## src/rtl/core/sugf_pkg.sv

```systemverilog
// Shared types, constants and the FIR coefficient table for the stereo upmix block.
// No dependencies; sugf_mac and the top module use it by scoped names.
package sugf_pkg;

    localparam int NUM_CH   = 5;
    localparam int ACC_W    = 72;
    localparam int GAIN_W   = 63;
    localparam int CLIP_W   = 31;
    localparam int CFG_IDX_W = 3;

    localparam logic [2:0] CH_LAST = 3'(NUM_CH - 1);

    // Configuration register indexes; gains occupy indexes 0 to NUM_CH-1.
    localparam logic [CFG_IDX_W-1:0] CFG_GAIN_LAST     = 3'(NUM_CH - 1);
    localparam logic [CFG_IDX_W-1:0] CFG_FILTER_ENABLE = 3'd5;
    localparam logic [CFG_IDX_W-1:0] CFG_CLIP_LEVEL    = 3'd6;

    localparam logic [GAIN_W-1:0] GAIN_RESET = 63'd5819551150079073351;
    localparam logic [CLIP_W-1:0] CLIP_RESET = 31'h7FFF_FFFF;

    typedef struct packed {
        logic signed [31:0] in_left;
        logic signed [31:0] in_right;
    } t_in_item;

    typedef struct packed {
        logic signed [31:0] out_front_left;
        logic signed [31:0] out_front_right;
        logic signed [31:0] out_surround_left;
        logic signed [31:0] out_surround_right;
        logic signed [31:0] out_center;
    } t_out_item;

    typedef enum logic [1:0] {
        MAC_FULL,
        MAC_SHR31,
        MAC_SHR31_X16
    } t_mac_mode;

    typedef struct packed {
        logic      valid;
        logic      clear;
        t_mac_mode mode;
    } t_mac_op;

    typedef struct packed {
        logic               valid;
        logic               clear;
        logic               ent_valid;
        logic signed [31:0] coef;
    } t_tap_ctl;

    typedef enum logic [3:0] {
        S_IDLE,
        S_MIX_A,
        S_MIX_B,
        S_MIX_WAIT,
        S_MIX_CLIP,
        S_TAPS,
        S_DRAIN1,
        S_DRAIN2,
        S_FIR_CLIP,
        S_DONE
    } t_state;

    // Coefficient by distance from the filter center, 1.31.
    function automatic logic signed [31:0] coef_by_dist(input logic [3:0] d);
        logic signed [31:0] c;
        unique case (d)
            4'd0:  c = 32'sd1849143033;
            4'd1:  c = 32'sd279245158;
            4'd2:  c = -32'sd230455505;
            4'd3:  c = 32'sd171585654;
            4'd4:  c = -32'sd116806448;
            4'd5:  c = 32'sd72594433;
            4'd6:  c = -32'sd40479528;
            4'd7:  c = 32'sd19267858;
            4'd8:  c = -32'sd6613713;
            4'd9:  c = -32'sd5701;
            4'd10: c = 32'sd2780218;
            4'd11: c = -32'sd3373816;
            4'd12: c = 32'sd2920441;
            4'd13: c = -32'sd2112425;
            4'd14: c = 32'sd1318368;
            4'd15: c = -32'sd694687;
            default: c = '0;
        endcase
        return c;
    endfunction

endpackage

```

## src/rtl/core/sugf_mac.sv

```systemverilog
// Shared multiply-accumulate unit: a registered 32x32 product followed by a 72-bit accumulator.
// Depends on sugf_pkg for the operation struct and accumulator width.
module sugf_mac (
    input  logic                           i_clk,
    input  logic                           i_rst_n,
    input  sugf_pkg::t_mac_op              i_op,
    input  logic signed [31:0]             i_a,
    input  logic signed [31:0]             i_b,
    output logic signed [sugf_pkg::ACC_W-1:0] o_acc
);

    logic signed [63:0]                r_prod;
    sugf_pkg::t_mac_op                 r_op;
    logic signed [sugf_pkg::ACC_W-1:0] r_acc;
    logic signed [sugf_pkg::ACC_W-1:0] term;
    logic signed [sugf_pkg::ACC_W-1:0] prod_x;

    always_ff @(posedge i_clk) begin
        if (!i_rst_n) begin
            r_op <= '0;
        end else begin
            r_op <= i_op;
        end
        r_prod <= i_a * i_b;
    end

    assign prod_x = sugf_pkg::ACC_W'(r_prod);

    // The shifted modes floor the product to 1.31 before it is added.
    always_comb begin
        unique case (r_op.mode)
            sugf_pkg::MAC_FULL:      term = prod_x;
            sugf_pkg::MAC_SHR31:     term = prod_x >>> 31;
            sugf_pkg::MAC_SHR31_X16: term = (prod_x >>> 31) <<< 4;
            default:                 term = '0;
        endcase
    end

    always_ff @(posedge i_clk) begin
        if (r_op.valid) begin
            r_acc <= (r_op.clear ? '0 : r_acc) + term;
        end
    end

    assign o_acc = r_acc;

endmodule

```

## config.mk

```make
export PLATFORM = sky130hd
export DESIGN_NAME = sugf_mac
export DESIGN_NICKNAME = d
export VERILOG_FILES = /design/src/rtl/core/sugf_pkg.sv /design/src/rtl/core/sugf_mac.sv
export SDC_FILE = /design/constraint.sdc
export NUM_CORES = 2
export LEC_CHECK = 0
export ABC_AREA = 1
export BUFFER_PORTS_ARGS = -buffer_cell sky130_fd_sc_hd__buf_2
export CAP_MARGIN = 40
export CORE_MARGIN = 4
export CORE_UTILIZATION = 47
export DETAILED_ROUTE_END_ITERATION = 10
export PLACE_DENSITY = 0.64
export SYNTH_ARGS = -nofsm -noshare
export SYNTH_HDL_FRONTEND = slang
export SYNTH_SLANG_ARGS = --single-unit
```

## constraint.sdc

```tcl
create_clock -name i_clk -period 14.96 [get_ports i_clk]
set_clock_uncertainty 0.1 [all_clocks]
set_input_delay 2.992 -clock i_clk [delete_from_list [all_inputs] [get_ports i_clk]]
set_output_delay 2.992 -clock i_clk [all_outputs]
set_load 0.005 [all_outputs]
```

**Yosys cells after proc, flatten, opt, wreduce, memory -nomap -nowiden**

Cells that the tools add are included.

- Register bits after elaboration: 140
- Logic and storage cells: 12
- Latch bits: 0
- Memory bits (writable): 0
- Memories kept: 0
- Input port bits: 70
- Output and inout port bits: 72
- Memory bits (read-only): 0

- Multiply operators: 1
- Divide/modulo/power cells: 0
- Reductions and logical operators: 1
- Bitwise operators: 0
- Order comparisons: 0
- Mux-type cells: 2
- Add/sub/neg operators: 1
- Eq/ne operators: 2
- Shift operators: 0

Operators by type and width:

| kind | number |
|---|---|
| 72-bit one-hot mux with 3 select lines | 1 |
| 72-bit adder | 1 |
| 72-bit 2-to-1 mux | 1 |
| 32-bit by 32-bit multiplier with 64-bit output | 1 |
| 2-bit by 1-bit equality test with 1-bit output, second input constant | 1 |
| 2-bit equality test, second input constant | 1 |
| 2-bit logical NOT | 1 |

**Depth between registers and ports, before layout**

- Depth in word-level cells: 3
- Depth in mapped cells: 33
- Mapped depth without buffers: 32

**Worst setup path after synthesis**

No wires, ideal clock.

- Kind: in2reg
- Start point: in i_a[31]
- End point: reg r_prod[62]
- Stages: 27
- Path buffers: 1
- Arrival time: 9.659 ns
- Setup slack: 5.089 ns
- Setup time: 0.112 ns
- Data required time: 14.748 ns
- Path through: clkbuf_1 nand2_1 inv_1 fa_1 inv_1 fa_1 fa_1 inv_1 fa_1 inv_1 fa_1 inv_1 fa_1 inv_1 fa_1 fa_1 inv_1 ha_1 a21o_1 a21oi_1 o21ai_0 nand2_1 nand2_1 a21oi_1 nand2_1 nand2_1 nand2_1

- Word-level cells in the longest chain between the ends: 1

Ends and longest elaborated chain:

| item | line | source |
|---|---|---|
| start, declared | sugf_mac.sv:7 | `input logic signed [31:0] i_a,` |
| 32-bit by 32-bit multiplier with 64-bit output | sugf_mac.sv:24 | `r_prod <= i_a * i_b;` |
| end signal, assigned | sugf_mac.sv:24 |  |
| end, declared | sugf_mac.sv:12 | `logic signed [63:0] r_prod;` |

Every way passes these cells.
A chain may end at the register's enable or synchronous reset.

**Worst setup path after layout**

- Start point: in i_b[5]
- End point: reg r_prod[57]

- Word-level cells in the longest chain between the ends: 1

Ends and longest elaborated chain:

| item | line | source |
|---|---|---|
| start, declared | sugf_mac.sv:8 | `input logic signed [31:0] i_b,` |
| 32-bit by 32-bit multiplier with 64-bit output | sugf_mac.sv:24 |  |

Every way passes these cells.

==> impl_metrics.ini <==
[status]
outcome = finished, final reports clean

[floorplanning]
die-height_um = 334.7
die-area_mm2 = 0.1120
io_pins = 142
die_x_um = 334.7
fp-row-count = 119
core_mm2 = 0.1056
initial_core_util_pct = 47.53

[cells_and_area]
final_area_mm2 = 0.05279
utilization_pct = 50.01
final_common_cell = inv_1
nets = 8242
synthToLayoutAreaGrowth_pct = 5.219
final_cell_mix = 2091 x inv_1, 2057 x nand2_1, 1083 x fa_1
drive_gt1_share_pct = 4.338

[setup_path]
endpoint_kind = register
cp_max_fo = 32
startpoint_type = primary input
r2r_slack_ns = 10.29
crit_type = primary input to register
worstPathArrival_ns = 10.93
worst-endpoint-required_ns = 15.22

[clock_tree]
clockRootBuffer = clkbuf_16
h-tree-depth = 4
cts-buffers-inserted = 17
cts_tree = built
clock_path_buffers = 2
clock_sinks = 140
clkTransAtPathRegs_ns = 0.07
cts_resized = 0
clock_latency_ns = 0.48
ctsHoldBuffers = 0
post_cts_buffers = 0

[synthesis]
synthCells = 6859
synth_fp_nets = 8267
synth_seq_cells = 140
ys_seq_area_share_pct = 7.022
synth_area_mm2 = 0.05018
synth_warnings = 0
avgSynthCellArea_um2 = 7.315
ys_types = 36

[grt]
overflow = 0
grt_pass1_wl_mm = 253.6
antenna_found_initial = 4
track_usage_pct = 29.11
grt_pass1_vias = 45090
grt_max_degree = 41

[sta]
finalCriticalPeriod_ns = 10.67
finalSetupViolations = 0
tightest_slew_ns = 0.9722
final-max-slew-violation-count = 0
rsz0062_at_grt = false
max_freq_mhz = 93.70
hold_slack_ns = 0.6239
maxSlewHeadroom_pct = 35.19
finalCritPeriodShare_pct = 71.34
hold_viol_final = 0
setup_tns_ns = 0

[flow_run]
cap_violations = 0

[route]
drt-initial-drc-count = 3144
dr.pass1.iters = 8
wl_met3_mm = 9.734
vias_per_cell = 5.062
route.detailed.drc = 0
vias = 41710
wl_per_cell_um = 19.07
routed_wl_mm = 157.1
ant_nets = 0
routed.top_layer = met5
met1_length_mm = 67.51
wl_met2_mm = 75.24

[placement]
placed_area_mm2 = 0.05220
place_congestion = 0.9879
port_buffers = 141
place_hpwl_mm = 135.1

[min_path]
hold_path_class = register to register
==> through the flow <==
stage	setup slack, ns	instances
2_1_floorplan	5.089	6859
3_3_place_gp	3.861	8196
3_5_place_dp	3.764	8206
4_1_cts	4.242	8238
5_1_grt	3.802	8239
6_report	4.288	8240
==> final cells by class <==
cell class	count	area (um2)
Clock buffer	17	425.4
Multi-Input combinational cell	4399	37950
Sequential cell	140	3528
Clock inverter	15	162.7
Fill cell	10620	52770
Inverter	2106	7905
Antenna cell	2	5.005
Tap cell	1391	1740
Timing Repair Buffer	170	1081
==> flip-flops by register name (all words and copies together), names as in the netlist <==
register,flops
o_acc,72
r_prod,64
r_op,4
==> worst max-delay path, cell delays in order <==
cell,delay [ns]
buf_2,0.58
nand2_1,0.28
inv_1,0.15
fa_1,0.43
inv_1,0.23
fa_1,0.59
fa_1,0.58
inv_1,0.07
fa_1,0.94
inv_1,0.35
fa_1,0.57
inv_1,0.05
fa_1,0.52
inv_1,0.05
fa_1,0.45
fa_1,0.51
inv_1,0.04
ha_1,0.39
a21oi_1,0.23
o21ai_0,0.15
a21oi_1,0.22
a21boi_0,0.30
nand3_1,0.11
nand2_1,0.07
nand2_1,0.05
==> routing by layer <==
metal,track usage [%],vias up
li1,-,19260
met1,39.80,20750
met2,49.50,1407
met3,3.392,286
met4,7.725,6
met5,0,-
==> synthesized netlist by cell type <==
| cell | n | area, um2 |
|---|---|---|
| ha_1 | 255 | 3191 |
| o22ai_1 | 1 | 6.260 |
| xnor2_1 | 13 | 113.9 |
| clkinv_1 | 3 | 11.26 |
| nand3b_1 | 1 | 7.510 |
| and2_1 | 1 | 6.260 |
| nand2_1 | 2057 | 7721 |
| a21oi_2 | 1 | 8.760 |
| nor3_1 | 22 | 110.1 |
| nor2_2 | 24 | 150.1 |
| buf_1 | 1 | 3.750 |
| a21o_1 | 5 | 37.54 |
| edfxtp_1 | 72 | 2162 |
| nand2_2 | 26 | 162.7 |
| nor3_4 | 1 | 16.27 |
| a21boi_0 | 2 | 15.01 |
| nor2_1 | 348 | 1306 |
| fa_1 | 1083 | 21680 |
| inv_1 | 2091 | 7849 |
| o211ai_1 | 2 | 15.01 |
| or2_1 | 2 | 12.51 |
| o221ai_1 | 30 | 262.8 |
| or2_2 | 10 | 62.56 |
| nand3_2 | 8 | 80.08 |
| dfxtp_1 | 68 | 1361 |
| o21bai_1 | 33 | 247.7 |
| nand4_1 | 41 | 256.5 |
| nor3_2 | 10 | 100.1 |
| nor4_1 | 4 | 25.02 |
| o21ai_0 | 74 | 370.4 |
| inv_2 | 12 | 45.04 |
| clkbuf_1 | 213 | 799.5 |
| xor2_1 | 67 | 586.8 |
| a21oi_1 | 137 | 685.7 |
| nand3_1 | 137 | 685.7 |
| o21ai_1 | 4 | 20.02 |
==> kinds of logic after synthesis <==
family | count (synthesis) | synth area share [%]
and+or+nand+nor | 2692 | 21.33
buffers and inverters | 2320 | 17.36
adders and majority gates | 1338 | 49.57
AOI/OAI and AO/OA | 289 | 3.327
DFF | 140 | 7.022
xor gates and xnor gates | 80 | 1.396
==> final timing paths <==
| check | from | end | depth (start not counted) |
|---|---|---|---|
| max | i_b[5] | r_prod[57] | 25 |
| min | r_op[3] | o_acc[58] | 0 |
| max reg2reg | r_op[1] | o_acc[67] | 15 |
| min reg2reg | r_op[3] | o_acc[58] | 0 |
Power is left out: the tool's default activity adds up to more than one toggle a clock period on the data nets, which glitch-free logic cannot reach.
